**src/design/assert_macros.svh**
```systemverilog
// shared assertion macros
`ifndef ASSERT_MACROS_SVH
`define ASSERT_MACROS_SVH
// cond in this cycle implies expr in the next one
`define CHK_NEXT(label, clk, rst, cond, expr) \
   label: assert property (@(posedge clk) disable iff (rst) (cond) |=> (expr)) \
      else $error("assertion failed");
// cond implies expr in the same cycle
`define CHK_NOW(label, clk, rst, cond, expr) \
   label: assert property (@(posedge clk) disable iff (rst) (cond) |-> (expr)) \
      else $error("assertion failed");
`endif

```
**src/design/c8ic_pkg.sv**
```systemverilog
package c8ic_pkg;

   localparam int ADDR_W          = 12;
   localparam int MEM_BYTES       = 4096;
   localparam int DISP_ROWS       = 32;
   localparam int DISP_COLS       = 64;
   localparam int ROW_W           = 5;
   localparam int STACK_DEPTH_DEF = 16;

   localparam logic [15:0]       SEED_RESET = 16'hACE1;
   localparam logic [15:0]       LFSR_TAPS  = 16'hB400;
   localparam logic [ADDR_W-1:0] PC_RESET   = 12'h200;
   localparam logic [ADDR_W-1:0] FONT_BASE  = 12'h050;
   localparam logic [ADDR_W-1:0] FONT_END   = 12'h0A0;
   localparam logic [ADDR_W-1:0] ADDR_LAST  = 12'hFFF;

   localparam logic [1:0] CMD_LOAD = 2'd0;
   localparam logic [1:0] CMD_EXEC = 2'd1;
   localparam logic [1:0] CMD_ROW  = 2'd2;
   localparam logic [1:0] CMD_NONE = 2'd3;

   localparam logic [1:0] ST_DONE     = 2'd0;
   localparam logic [1:0] ST_KEY_WAIT = 2'd1;
   localparam logic [1:0] ST_FAULT    = 2'd2;

   localparam logic [15:0] OP_CLS = 16'h00E0;
   localparam logic [15:0] OP_RET = 16'h00EE;

   localparam logic [3:0] GRP_SYS      = 4'h0;
   localparam logic [3:0] GRP_JUMP     = 4'h1;
   localparam logic [3:0] GRP_CALL     = 4'h2;
   localparam logic [3:0] GRP_SEQ_IMM  = 4'h3;
   localparam logic [3:0] GRP_SNE_IMM  = 4'h4;
   localparam logic [3:0] GRP_SEQ_REG  = 4'h5;
   localparam logic [3:0] GRP_SET_IMM  = 4'h6;
   localparam logic [3:0] GRP_ADD_IMM  = 4'h7;
   localparam logic [3:0] GRP_ALU      = 4'h8;
   localparam logic [3:0] GRP_SNE_REG  = 4'h9;
   localparam logic [3:0] GRP_SET_IDX  = 4'hA;
   localparam logic [3:0] GRP_JUMP_V0  = 4'hB;
   localparam logic [3:0] GRP_RANDOM   = 4'hC;
   localparam logic [3:0] GRP_DRAW     = 4'hD;
   localparam logic [3:0] GRP_KEY      = 4'hE;
   localparam logic [3:0] GRP_MISC     = 4'hF;

   localparam logic [3:0] ALU_MOV  = 4'h0;
   localparam logic [3:0] ALU_OR   = 4'h1;
   localparam logic [3:0] ALU_AND  = 4'h2;
   localparam logic [3:0] ALU_XOR  = 4'h3;
   localparam logic [3:0] ALU_ADD  = 4'h4;
   localparam logic [3:0] ALU_SUB  = 4'h5;
   localparam logic [3:0] ALU_SHR  = 4'h6;
   localparam logic [3:0] ALU_SUBN = 4'h7;
   localparam logic [3:0] ALU_SHL  = 4'hE;

   localparam logic [7:0] KEY_DOWN = 8'h9E;
   localparam logic [7:0] KEY_UP   = 8'hA1;

   localparam logic [7:0] FX_GET_DELAY = 8'h07;
   localparam logic [7:0] FX_WAIT_KEY  = 8'h0A;
   localparam logic [7:0] FX_SET_DELAY = 8'h15;
   localparam logic [7:0] FX_SET_SOUND = 8'h18;
   localparam logic [7:0] FX_ADD_IDX   = 8'h1E;
   localparam logic [7:0] FX_FONT      = 8'h29;
   localparam logic [7:0] FX_BCD       = 8'h33;
   localparam logic [7:0] FX_STORE     = 8'h55;
   localparam logic [7:0] FX_LOAD      = 8'h65;

   localparam logic [3:0] REG_FLAG = 4'hF;

   localparam logic [7:0] FONT_GLYPHS [0:79] = '{
      8'hF0, 8'h90, 8'h90, 8'h90, 8'hF0, 8'h20, 8'h60, 8'h20, 8'h20, 8'h70,
      8'hF0, 8'h10, 8'hF0, 8'h80, 8'hF0, 8'hF0, 8'h10, 8'hF0, 8'h10, 8'hF0,
      8'h90, 8'h90, 8'hF0, 8'h10, 8'h10, 8'hF0, 8'h80, 8'hF0, 8'h10, 8'hF0,
      8'hF0, 8'h80, 8'hF0, 8'h90, 8'hF0, 8'hF0, 8'h10, 8'h20, 8'h40, 8'h40,
      8'hF0, 8'h90, 8'hF0, 8'h90, 8'hF0, 8'hF0, 8'h90, 8'hF0, 8'h10, 8'hF0,
      8'hF0, 8'h90, 8'hF0, 8'h90, 8'h90, 8'hE0, 8'h90, 8'hE0, 8'h90, 8'hE0,
      8'hF0, 8'h80, 8'h80, 8'h80, 8'hF0, 8'hE0, 8'h90, 8'h90, 8'h90, 8'hE0,
      8'hF0, 8'h80, 8'hF0, 8'h80, 8'hF0, 8'hF0, 8'h80, 8'hF0, 8'h80, 8'h80
   };

   typedef struct packed {
      logic capture_req;
      logic clear_step;
      logic mem_wr_load;
      logic row_rd;
      logic row_cap;
      logic fetch_hi;
      logic fetch_lo;
      logic reg_x;
      logic reg_y;
      logic cap_y;
      logic exec;
      logic ret_rd;
      logic ret_cap;
      logic draw_rd;
      logic draw_wr;
      logic bcd_wr;
      logic store_rd;
      logic store_wr;
      logic load_rd;
      logic load_wr;
      logic flag_wr;
      logic tick;
   } ctrl_cmd_type;

   typedef struct packed {
      logic clear_last;
      logic ret_ok;
      logic draw;
      logic draw_go;
      logic draw_more;
      logic bcd;
      logic store;
      logic load;
      logic flag;
      logic loop_last;
   } dp_status_type;

endpackage

```
**src/design/c8ic_ctrl.sv**
```systemverilog
`include "assert_macros.svh"

module c8ic_ctrl import c8ic_pkg::*; (
   input  logic          clock,
   input  logic          reset,
   input  logic          start,
   input  logic [1:0]    req_command,
   input  dp_status_type status,
   output ctrl_cmd_type  cmd,
   output logic          busy,
   output logic          rsp_strobe
);

   typedef enum logic [22:0] {
      S_CLEAR    = 23'd1 << 0,
      S_IDLE     = 23'd1 << 1,
      S_MEM_WR   = 23'd1 << 2,
      S_ROW_RD   = 23'd1 << 3,
      S_ROW_CAP  = 23'd1 << 4,
      S_FETCH_HI = 23'd1 << 5,
      S_FETCH_LO = 23'd1 << 6,
      S_REG_X    = 23'd1 << 7,
      S_REG_Y    = 23'd1 << 8,
      S_CAP_Y    = 23'd1 << 9,
      S_EXEC     = 23'd1 << 10,
      S_RET_RD   = 23'd1 << 11,
      S_RET_CAP  = 23'd1 << 12,
      S_DRAW_RD  = 23'd1 << 13,
      S_DRAW_WR  = 23'd1 << 14,
      S_BCD      = 23'd1 << 15,
      S_STORE_RD = 23'd1 << 16,
      S_STORE_WR = 23'd1 << 17,
      S_LOAD_RD  = 23'd1 << 18,
      S_LOAD_WR  = 23'd1 << 19,
      S_FLAG     = 23'd1 << 20,
      S_TICK     = 23'd1 << 21,
      S_RESULT   = 23'd1 << 22
   } state_type;

   state_type state_ff, state_in;

   always_comb begin
      state_in = state_ff;
      unique case (state_ff)
         S_CLEAR: begin
            if (status.clear_last) state_in = S_IDLE;
         end
         S_IDLE: begin
            if (start) begin
               unique case (req_command)
                  CMD_LOAD: state_in = S_MEM_WR;
                  CMD_EXEC: state_in = S_FETCH_HI;
                  CMD_ROW:  state_in = S_ROW_RD;
                  CMD_NONE: state_in = S_RESULT;
               endcase
            end
         end
         S_MEM_WR:   state_in = S_RESULT;
         S_ROW_RD:   state_in = S_ROW_CAP;
         S_ROW_CAP:  state_in = S_RESULT;
         S_FETCH_HI: state_in = S_FETCH_LO;
         S_FETCH_LO: state_in = S_REG_X;
         S_REG_X:    state_in = S_REG_Y;
         S_REG_Y:    state_in = S_CAP_Y;
         S_CAP_Y:    state_in = S_EXEC;
         S_EXEC: begin
            priority if (status.ret_ok) state_in = S_RET_RD;
            else if (status.draw) state_in = status.draw_go ? S_DRAW_RD : S_FLAG;
            else if (status.bcd) state_in = S_BCD;
            else if (status.store) state_in = S_STORE_RD;
            else if (status.load) state_in = S_LOAD_RD;
            else if (status.flag) state_in = S_FLAG;
            else state_in = S_TICK;
         end
         S_RET_RD:   state_in = S_RET_CAP;
         S_RET_CAP:  state_in = S_TICK;
         S_DRAW_RD:  state_in = S_DRAW_WR;
         S_DRAW_WR:  state_in = status.draw_more ? S_DRAW_RD : S_FLAG;
         S_BCD:      state_in = status.loop_last ? S_TICK : S_BCD;
         S_STORE_RD: state_in = S_STORE_WR;
         S_STORE_WR: state_in = status.loop_last ? S_TICK : S_STORE_RD;
         S_LOAD_RD:  state_in = S_LOAD_WR;
         S_LOAD_WR:  state_in = status.loop_last ? S_TICK : S_LOAD_RD;
         S_FLAG:     state_in = S_TICK;
         S_TICK:     state_in = S_RESULT;
         S_RESULT:   state_in = S_IDLE;
         default:    state_in = S_IDLE;
      endcase
   end

   always_ff @(posedge clock) begin
      if (reset) begin
         state_ff <= S_CLEAR;
      end else begin
         state_ff <= state_in;
      end
   end

   always_comb begin
      cmd.capture_req = (state_ff == S_IDLE) && start;
      cmd.clear_step  = state_ff == S_CLEAR;
      cmd.mem_wr_load = state_ff == S_MEM_WR;
      cmd.row_rd      = state_ff == S_ROW_RD;
      cmd.row_cap     = state_ff == S_ROW_CAP;
      cmd.fetch_hi    = state_ff == S_FETCH_HI;
      cmd.fetch_lo    = state_ff == S_FETCH_LO;
      cmd.reg_x       = state_ff == S_REG_X;
      cmd.reg_y       = state_ff == S_REG_Y;
      cmd.cap_y       = state_ff == S_CAP_Y;
      cmd.exec        = state_ff == S_EXEC;
      cmd.ret_rd      = state_ff == S_RET_RD;
      cmd.ret_cap     = state_ff == S_RET_CAP;
      cmd.draw_rd     = state_ff == S_DRAW_RD;
      cmd.draw_wr     = state_ff == S_DRAW_WR;
      cmd.bcd_wr      = state_ff == S_BCD;
      cmd.store_rd    = state_ff == S_STORE_RD;
      cmd.store_wr    = state_ff == S_STORE_WR;
      cmd.load_rd     = state_ff == S_LOAD_RD;
      cmd.load_wr     = state_ff == S_LOAD_WR;
      cmd.flag_wr     = state_ff == S_FLAG;
      cmd.tick        = state_ff == S_TICK;
   end

   assign busy       = state_ff != S_IDLE;
   assign rsp_strobe = state_ff == S_RESULT;

   `CHK_NEXT(a_strobe_single, clock, reset, rsp_strobe, !rsp_strobe && !busy)
   `CHK_NEXT(a_accept_busy, clock, reset, start && !busy, busy)
   `CHK_NEXT(a_clear_holds, clock, reset, (state_ff == S_CLEAR) && !status.clear_last,
             state_ff == S_CLEAR)

endmodule

```
**config.mk**
```make
export PLATFORM = sky130hd
export DESIGN_NAME = c8ic_ctrl
export DESIGN_NICKNAME = d
export VERILOG_FILES = /design/src/design/c8ic_pkg.sv /design/src/design/c8ic_ctrl.sv
export VERILOG_INCLUDE_DIRS = /design/src /design/src/design
export SDC_FILE = /design/constraint.sdc
export NUM_CORES = 1
export LEC_CHECK = 0
export BUFFER_PORTS_ARGS = -buffer_cell sky130_fd_sc_hd__buf_2
export CAP_MARGIN = 10
export CORE_MARGIN = 4
export CORE_UTILIZATION = 47
export DETAILED_ROUTE_END_ITERATION = 16
export HOLD_SLACK_MARGIN = 0.02
export PLACE_DENSITY = 0.73
export SYNTH_ARGS = -nofsm -noshare
export SYNTH_HDL_FRONTEND = slang
export SYNTH_SLANG_ARGS = --single-unit
```
**constraint.sdc**
```tcl
create_clock -name clock -period 3.15 [get_ports clock]
set_clock_uncertainty 0.2 [all_clocks]
set_input_delay 0.7875 -clock clock [delete_from_list [all_inputs] [get_ports clock]]
set_output_delay 0.7875 -clock clock [all_outputs]
set_load 0.02 [all_outputs]
```
# [Word level (Yosys, flattened, before mapping)]
# Index checks and enable logic that the tools add are counted.
[word_totals] regBits=23 word_cells=50
[classes] eq_ne=29 muxes=15 n_reduce_logical=5
[op_table] operator="$pmux W23 S19" n=1
[op_table] operator="$mux W22" n=9
[op_table] operator="$pmux W23 S4" n=1
[op_table] operator="$mux W23" n=2
[op_table] operator="$mux W21" n=2
[op_table] operator="$eq A23 B1 Y1 const B" n=1
[op_table] operator="$eq A23 B10 Y1 const B" n=1
[op_table] operator="$eq A23 B11 Y1 const B" n=1
[op_table] operator="$eq A23 B12 Y1 const B" n=1
[op_table] operator="$eq A23 B13 Y1 const B" n=1
[op_table] operator="$eq A23 B14 Y1 const B" n=1
[op_table] operator="$eq A23 B15 Y1 const B" n=1
[op_table] operator="$eq A23 B16 Y1 const B" n=1
[op_table] operator="$eq A23 B17 Y1 const B" n=1
[op_table] operator="$eq A23 B18 Y1 const B" n=1
[op_table] operator="$eq A23 B19 Y1 const B" n=1
[op_table] operator="$eq A23 B2 Y1 const B" n=1
[op_table] operator="$eq A23 B20 Y1 const B" n=1
[op_table] operator="$eq A23 B21 Y1 const B" n=1
[op_table] operator="$eq A23 B22 Y1 const B" n=1
[op_table] operator="$eq A23 B23 Y1 const B" n=1
[op_table] operator="$eq A23 B3 Y1 const B" n=1
[op_table] operator="$eq A23 B4 Y1 const B" n=1
[op_table] operator="$eq A23 B5 Y1 const B" n=1
[op_table] operator="13 further kinds" n=15

# [Depth between registers and ports, before layout]
# Gate-level depths: netlist (run 1).
[logic_depth] ltp_word=7 ltp_mapped=8 ltp_nobuf=7

# [Least setup slack after synthesis (run 1)]
# Ideal clock, no wire load.
[synth_timing] kind="register -> output" startpoint="register state_ff[12]" endpoint="output port cmd[14] in the netlist's numbering" arrival_ps=1966 required_ps=2162 setup_slack_ps=196 stages_incl_launch_ff=7 n_path_buf=1 path_cell_list="dfxtp_1 -> nor4_4 -> nand4_2 -> buf_2 -> nor2_1 -> nand3_1 -> nor3b_1"
[synth_rtl] item="from (decl)" line="c8ic_ctrl.sv:40" source="state_type state_ff, state_in;"
[synth_rtl] item="from (signal assigned)" line="c8ic_ctrl.sv:95" source="state_ff <= state_in;"
[synth_rtl] item="to (decl)" line="c8ic_ctrl.sv:9" source="output ctrl_cmd_type cmd,"

==> impl_metrics.toml, run 1 <==
[global_routing]
grt_pass1_wl_um = 5940
grt_usage = 0.184
grt_pass1_vias = 1358
grt_max_degree = 15
overflow = 0
antenna_found_initial = 0

[drt]
wl_per_cell_um = 15.4
drt-pass1-iter-count = 4
ant_nets = 0
vias = 1451
wl_um = 3780
drtIter0Drc = 95
drc = 0
avgViaCountPerCell = 5.90

[pwr]
p_leak_nw = 0.766
cellPowerDensity_nw_per_um2 = 335
ir_worst_vdd_v = 0.000228

[die]
core.rowCount = 19
core_area_um2 = 2810
die-area_um2 = 3910
die_w_um = 62.6
io_pins = 39
die_h_um = 62.6
floorplan.initialDensity = 0.499

[cts]
clkTransAtPathRegs_ns = 0.14
cts_sinks = 23
cts_max_path_buffers = 2
tritoncts = "yes"
cts_made_buffers = 3
cts_htree_levels = 1
clock_latency_ns = 0.33
cts_root_buf = "clkbuf_4"

[setup_path]
arrival_ns = 2.04
r2r_cells = 7
slowest_delay_ns = 0.38
r2r_setup_slack_ns = 0.70
startpoint_type = "flip-flop"
path_depth = 6
path_max_fanout = 7
r2r_start = "state_ff[18]"
critPathKind = "flip-flop to output port"
end_kind = "output port"
reg2reg_to = "state_ff[9]"
cp_cell_sequence = "nor4_4, nand4_4, nor2_1, nand3_1, nor3b_1, buf_2"
required_ns = 2.16
cp_top_family = "simple AND/OR/NAND/NOR gates"
worst-path-buf-inv = 1
slowest_stage = "dfxtp_1"

[min_path]
min_path_cells = 2
holdPathEnd = "state_ff[14]"
hp-start = "state_ff[13]"
hold_path.class = "flip-flop to flip-flop"

[layout]
finalNonFillerCells = 246
final_util = 0.632
drive_above_1_share = 0.340
nNetsFinal = 231
regMostFlops = "state_ff"
fillers = 248
diodes = 0
reg_top3 = "state_ff: 23 flops"
largest_reg_flops = 23
syn_to_final_growth_pct = 26.7

[sta]
finalHoldViolations = 0
whs_ns = 0.383
timing.final.max_slew_violations = 0
relSlewSlack = 0.664
worstMarginPinSlew_ns = 0.499
setup_viol = 0
fmax_mhz = 330
fin_crit_ns = 3.03
post-route-period-util = 0.961

[synth]
synth_top_area_share = 0.329
ys_ff_latch = 23
synth_most_common_cell = "nor2_1"
synth_edf_count = 0
yosysUniqueCellTypes = 44
yosys.area.top_type = "dfxtp_1"
synth_ff_type = "dfxtp_1"
synth_cells = 167
synth_commonest_cells = "27 x nor2_1, 23 x dfxtp_1, 14 x nor3_1, 13 x nand2_1, 10 x nor4_1"
syn_area_um2 = 1400
async_flop_share = 0
synth.area.top_cells = "dfxtp_1 33%, nor2_1 7.2%, nor4_4 6.1%"
synth_area_per_cell_um2 = 8.38
synth_seq_area_share = 0.329
synth_fp_nets = 182
yosys_warnings = 0

[placed_design]
dp.cells = 233
globalplace.congestion = 0.952
dp_hpwl_um = 2840
numPortBuffers = 38

[run_status]
status = "complete, no violations"

[flow_run]
max_cap_violations = 0
-- per-layer routing --
metal,global-route usage,wire [µm],part of all wire,up-vias
met5,0,0,0,-
met4,0.0551,29,0.0077,0
met3,0.0612,249,0.066,4
met2,0.300,1840,0.49,50
met1,0.229,1660,0.44,684
li1,-,-,-,713
-- layout make-up --
type | count | area (µm²) | share of cell area
Timing Repair Buffer | 49 | 273 | 0.154
Inverter | 8 | 30.0 | 0.0169
Sequential cell | 23 | 460 | 0.260
Clock buffer | 4 | 26.3 | 0.0148
Multi-Input combinational cell | 131 | 943 | 0.532
Tap cell | 31 | 38.8 | 0.0219
-- metrics by stage --
stage	TNS (ns)	area [µm²]	setup slack [ns]	power, mW
floorplan	0	1400	0.196	0.390
global placement	0	1620	0.395	0.422
detailed placement	0	1620	0.343	0.425
CTS	0	1670	0.0253	0.572
global route	-0.0287	1770	-0.0287	0.621
finish	0	1770	0.122	0.593
-- cell usage in the layout, fill, tap and decap left out, drive strengths merged, types with 3 or more instances in the layout --
master | synthesis | final
nor3 | 16 | 16
buf | 3 | 49
nand4b | 4 | 4
or3 | 3 | 3
nor4 | 15 | 15
inv | 8 | 8
nor2 | 27 | 27
nand3 | 3 | 3
clkbuf | 2 | 4
nand2 | 13 | 13
nor3b | 8 | 8
nand3b | 7 | 7
nor4b | 4 | 4
dfxtp | 23 | 23
nand4 | 5 | 5
-- kinds of logic (layout without fill, tap and decap cells) --
family          Yosys count  after routing  synth area share
buf+inv                  13             61            0.0376
xor+xnor                  3              3            0.0188
compound gates           13             13            0.0671
mux                       1              1           0.00716
simple gates            114            114             0.540
flops                    23             23             0.329
-- worst min-delay path, cell delays in order, from the launching register on --
cell and delay (ns):
dfxtp_1 0.39, nand4b_1 0.12, nor2_1 0.05
-- power by group --
group	switching [mW]	internal [mW]	leakage, nW
Combinational	0.0848	0.0524	0.565
Clock	0.101	0.0497	0.0150
Sequential	0.00847	0.297	0.186
-- worst max path at each step --
stage            startpoint       to  slack [ns]
4_1_cts        state_ff[13]   cmd[4]        0.03
6_report       state_ff[12]  cmd[14]        0.12
3_3_place_gp   state_ff[19]   cmd[0]        0.40
3_5_place_dp   state_ff[20]   cmd[4]        0.34
2_1_floorplan  state_ff[12]  cmd[14]        0.20
5_1_grt        state_ff[12]  cmd[14]       -0.03
-- repair_timing --
action,CTS,global route
gates resized for setup,2,8
pin swaps,1,5
buffers inserted,2,7
setup endpoints to repair,7,16
hold buffers,0,0
No activity file was read; power rests on OpenSTA's default activity.
==> run 2, diff against run 1 <==
Settings changed: CELL_PAD_IN_SITES_DETAIL_PLACEMENT from default to 1, CELL_PAD_IN_SITES_GLOBAL_PLACEMENT from default to 1, CORE_UTILIZATION 47 to 37, PLACE_DENSITY 0.73 to default, PLACE_DENSITY_LB_ADDON from default to 0.1.
==> run 2 against run 1 <==
  * Non-clock buffer count is 5 lower
  * Largest power group unchanged
  * Via count is 1.9% lower
  * Register-to-register slack worse by 0.12 ns
  * Sequential share of layout area is 0.26 points higher
  * Flip-flop and latch count stayed put
  * Combinational power is 5% lower
  * Highest routed layer unchanged
  * Core utilization is 15 points lower
  * First-iteration DRC count is 52% lower
  * Clock power is 25% higher
  * Fmax is 0.38% lower
==> impl_metrics.toml, run 2 (same netlist as run 1, synthesis figures left out) <==
[layout]
syn_to_final_growth_pct = 25.4
regMostFlops = "state_ff"
diodes = 0
final_util = 0.479
mostFrequentLayoutCell = "buf_2"
nNetsFinal = 226
drive_above_1_share = 0.324
final_cell_mix = "38 x buf_2, 26 x nor2_1, 23 x dfxtp_1, 13 x nand2_1, 12 x nor3_1"
largest_reg_flops = 23
reg_top3 = "state_ff: 23 flops"
finalNonFillerCells = 258

[setup_path]
required_ns = 2.16
cp_cell_sequence = "nor4_4, nand4_2, buf_4, nor3_1, buf_2"
r2r_start = "state_ff[15]"
reg2reg_to = "state_ff[21]"
endpoint = "cmd[10]"
path_max_fanout = 16
r2r_cells = 7
startpoint = "state_ff[15]"
r2r_setup_slack_ns = 0.58
startpoint_type = "flip-flop"
slowest_delay_ns = 0.40
critPathKind = "flip-flop to output port"
slowest_stage = "nor4_4"
end_kind = "output port"
arrival_ns = 2.05

[cts]
clock_latency_ns = 0.26
clkTransAtPathRegs_ns = 0.09
cts_sinks = 23
tritoncts = "yes"
cts_made_buffers = 3
cts_htree_levels = 1
cts_root_buf = "clkbuf_8"
cts_max_path_buffers = 2

[drt]
drtIter0Drc = 46
drt-pass1-iter-count = 4
wl_per_cell_um = 16.3
wl_um = 4220
vias = 1423
avgViaCountPerCell = 5.52
drc = 0
ant_nets = 0

[sta]
rsz0062_at_grt = "yes"
setup_viol = 0
post-route-period-util = 0.965
whs_ns = 0.378
fmax_mhz = 329
fin_crit_ns = 3.04
timing.final.max_slew_violations = 0
worstMarginPinSlew_ns = 0.512
setup_tns_ns = 0
relSlewSlack = 0.656
finalHoldViolations = 0

[pwr]
p_leak_nw = 0.752
ir_worst_vdd_v = 0.000185
cellPowerDensity_nw_per_um2 = 354

[min_path]
min_path_cells = 2
hp-start = "state_ff[11]"
hold_path.class = "flip-flop to flip-flop"

[die]
die_h_um = 69.5
floorplan.initialDensity = 0.382
io_pins = 39
die_w_um = 69.5
die-area_um2 = 4830
core_area_um2 = 3660
core.rowCount = 22

[global_routing]
grt_pass1_vias = 1441
grt_max_degree = 17
grt_pass1_wl_um = 6910
grt_usage = 0.175
antenna_found_initial = 0
overflow = 0

[placed_design]
dp_hpwl_um = 3260
dp.cells = 252
numPortBuffers = 38
globalplace.congestion = 0.810

[run_status]
status = "complete, no violations"

[flow_run]
max_cap_violations = 0
==> run 2: cell type report <==
class                   count  area, µm²
clock buffers               4       45.0
flip-flops and latches     23        460
inverters                   8       30.0
multi-input cells         131        923
fillers                   460       1910
well taps                  48       60.1
repair buffers             44        235
==> run 2: metal layers <==
metal,vias to the layer above,routed length (µm),GRT usage
li1,708,-,-
met3,6,176,0.0348
met4,0,82,0.0586
met2,30,1950,0.290
met1,679,2000,0.224
met5,-,0,0
==> run 2: how the worst min path moves through the flow <==
stage | slack, ns | end
after global routing | 0.42 | state_ff[14]
final | 0.38 | state_ff[12]
after floorplan | 0.32 | state_ff[12]
after global placement | 0.36 | state_ff[14]
after CTS | 0.37 | state_ff[4]
after detailed placement | 0.36 | state_ff[4]
==> run 2: through the flow <==
stage / instance area [µm²] / setup WS [ns] / power (mW)
6_report: 1750 / 0.110 / 0.621
5_1_grt: 1750 / -0.00254 / 0.649
4_1_cts: 1700 / 0.0550 / 0.615
3_5_place_dp: 1660 / 0.370 / 0.434
3_3_place_gp: 1660 / 0.431 / 0.430
2_1_floorplan: 1400 / 0.196 / 0.390
==> run 2: worst max-delay path: cells and delay by family, from the launching register on <==
kind	cells	cell delay [ns]
buffers and inverters	2	0.48
flip-flops	1	0.37
AND/OR/NAND/NOR	3	0.94
==> run 2: report_power, final <==
part	switching [mW]	leakage [nW]	internal, mW	total [mW]
logic	0.0841	0.543	0.0464	0.130
registers	0.00732	0.186	0.296	0.304
clock network	0.0970	0.0228	0.0902	0.187
total	0.188	0.752	0.433	0.621
==> run 2: timing repair <==
action,in CTS,in global routing
hold buffers,0,0
buffers inserted,0,2
endpoints found under the setup margin,0,11
resized for setup,0,7
==> run 3, diff against run 2 <==
Settings changed: CORE_UTILIZATION 37 to 40.
Clock period 3.15 ns to 3.7 ns, I/O delays scaled along.
==> run 3 against run 2 <==
  * Critical path depth is 1 lower
  * Global-route usage is 2.0 points higher
  * Die area is 6.6% lower
  * Worst hold slack hardly changed
  * Core utilization is 1.4 points higher
  * Power is 23% lower
  * First-iteration DRC count is 2.2% lower
  * Critical endpoint is now cmd[6]
==> impl_metrics.toml, run 3 (same netlist as run 1, synthesis figures left out) <==
[run_status]
status = "complete, no violations"

[layout]
finalNonFillerCells = 251
largest_reg_flops = 23
fillers = 456
drive_above_1_share = 0.278
mostFrequentLayoutCell = "buf_2"
diodes = 0
reg_top3 = "state_ff: 23 flops"
nNetsFinal = 221
regMostFlops = "state_ff"
syn_to_final_growth_pct = 18.6
final_cell_mix = "38 x buf_2, 27 x nor2_1, 23 x dfxtp_1, 14 x nor3_1, 13 x nand2_1"

[min_path]
holdPathEnd = "state_ff[14]"
min_path_cells = 2
hp-start = "state_ff[13]"
hold_path.class = "flip-flop to flip-flop"

[die]
die_h_um = 67.1
core.rowCount = 21
io_pins = 39
die_w_um = 67.1
floorplan.initialDensity = 0.416
core_area_um2 = 3360
die-area_um2 = 4510

[cts]
ctsResizeCount = 0
tritoncts = "yes"
cts_htree_levels = 1
cts_root_buf = "clkbuf_4"
clkTransAtPathRegs_ns = 0.14
cts_hold_buf = 0
cts_max_path_buffers = 2
cts_made_buffers = 3
clock_latency_ns = 0.32
post_cts_buffers = 0
cts_sinks = 23

[pwr]
p_leak_nw = 0.715
switchingPower_mw = 0.151
pwr-share-clk = 0.250
ir_worst_vdd_v = 0.000273
p_seq_frac = 0.538
cellPowerDensity_nw_per_um2 = 289
p_sw_frac = 0.316
power_frac_comb = 0.212
intPower_mw = 0.328

[setup_path]
r2r_setup_slack_ns = 1.14
startpoint_type = "flip-flop"
path_max_fanout = 8
slowest_delay_ns = 0.58
cp_cell_sequence = "nor4_4, nand4_4, nor3_1, buf_2"
slowest_stage = "nor4_4"
end_kind = "output port"
r2r_start = "state_ff[19]"
required_ns = 2.57
r2r_cells = 6
arrival_ns = 2.31
critPathKind = "flip-flop to output port"
reg2reg_to = "state_ff[21]"

[global_routing]
overflow = 0
grt_usage = 0.195
grt_pass1_vias = 1421
antenna_found_initial = 0
grt_max_degree = 18
grt_pass1_wl_um = 6730

[sta]
fmax_mhz = 291
setup_viol = 0
worstMarginPinSlew_ns = 0.564
relSlewSlack = 0.621
finalHoldViolations = 0
post-route-period-util = 0.928
fin_crit_ns = 3.43
setup_tns_ns = 0
rsz0062_at_grt = "no"
timing.final.max_slew_violations = 0
fin_ws_ns = 0.265

[drt]
wl_um = 4000
drt-pass1-iter-count = 4
vias = 1401
drtIter0Drc = 45
avgViaCountPerCell = 5.58
drc = 0
ant_nets = 0
wl_per_cell_um = 15.9

[placed_design]
dp.cells = 247
numPortBuffers = 38
dp_hpwl_um = 3220
globalplace.congestion = 0.852
post-place-ws_ns = 0.617

[flow_run]
max_cap_violations = 0
-- run 3: cell types whose count changed in the layout (fill, tap and decap cells not counted), sizes merged --
cell	before	now
clkbuf	4	3
buf	44	39
clkinv	0	1
-- run 3: cell type report --
class / instances / area, µm² / area share
multi-input cells: 131 / 886 / 0.534
flip-flops and latches: 23 / 460 / 0.278
repair buffers: 39 / 198 / 0.119
well taps: 46 / 57.6 / 0.0347
inverters: 8 / 30.0 / 0.0181
clock buffers: 3 / 22.5 / 0.0136
clock inverters: 1 / 5.00 / 0.00302
-- run 3: worst max-delay path: cells and delay by family, from the launching register on --
kind	cells	cell delay, ns
AND/OR/NAND/NOR	3	1.35
flip-flops	1	0.39
buffers and inverters	1	0.26
-- run 3: power groups by stage --
stage          logic, mW  clock network [mW]  registers (mW)
3_5_place_dp       0.102                   0           0.263
4_1_cts            0.102               0.125           0.258
2_1_floorplan     0.0698                   0           0.262
5_1_grt            0.112               0.137           0.259
6_report           0.102               0.120           0.258
3_3_place_gp      0.0989                   0           0.263
-- run 3: metal layers --
metal / wire length, µm / share of wire / global-route usage
met5: 0 / 0 / 0
met4: 32 / 0.0080 / 0.0532
met3: 181 / 0.045 / 0.0433
met2: 1950 / 0.49 / 0.326
met1: 1830 / 0.46 / 0.251
-- run 3: through the flow --
step | hold slack, ns | cell area (µm²) | util | power (mW)
final | 0.379 | 1660 | 0.493 | 0.479
after global routing | 0.424 | 1660 | 0.493 | 0.508
after CTS | 0.376 | 1660 | 0.493 | 0.485
after detailed placement | 0.359 | 1630 | 0.485 | 0.365
after global placement | 0.354 | 1630 | 0.485 | 0.362
after floorplan | 0.323 | 1400 | - | 0.332
-- run 3: worst max path at each step --
| stage | slack, ns | from | endpoint | cells past startpoint |
|---|---|---|---|---|
| after floorplan | 0.61 | state_ff[12] | cmd[14] | 6 |
| after global placement | 0.74 | state_ff[19] | cmd[6] | 4 |
| after detailed placement | 0.62 | state_ff[19] | cmd[6] | 4 |
| after CTS | 0.24 | state_ff[19] | cmd[6] | 4 |
| after global routing | 0.08 | state_ff[19] | cmd[6] | 4 |
| final | 0.27 | state_ff[19] | cmd[6] | 4 |
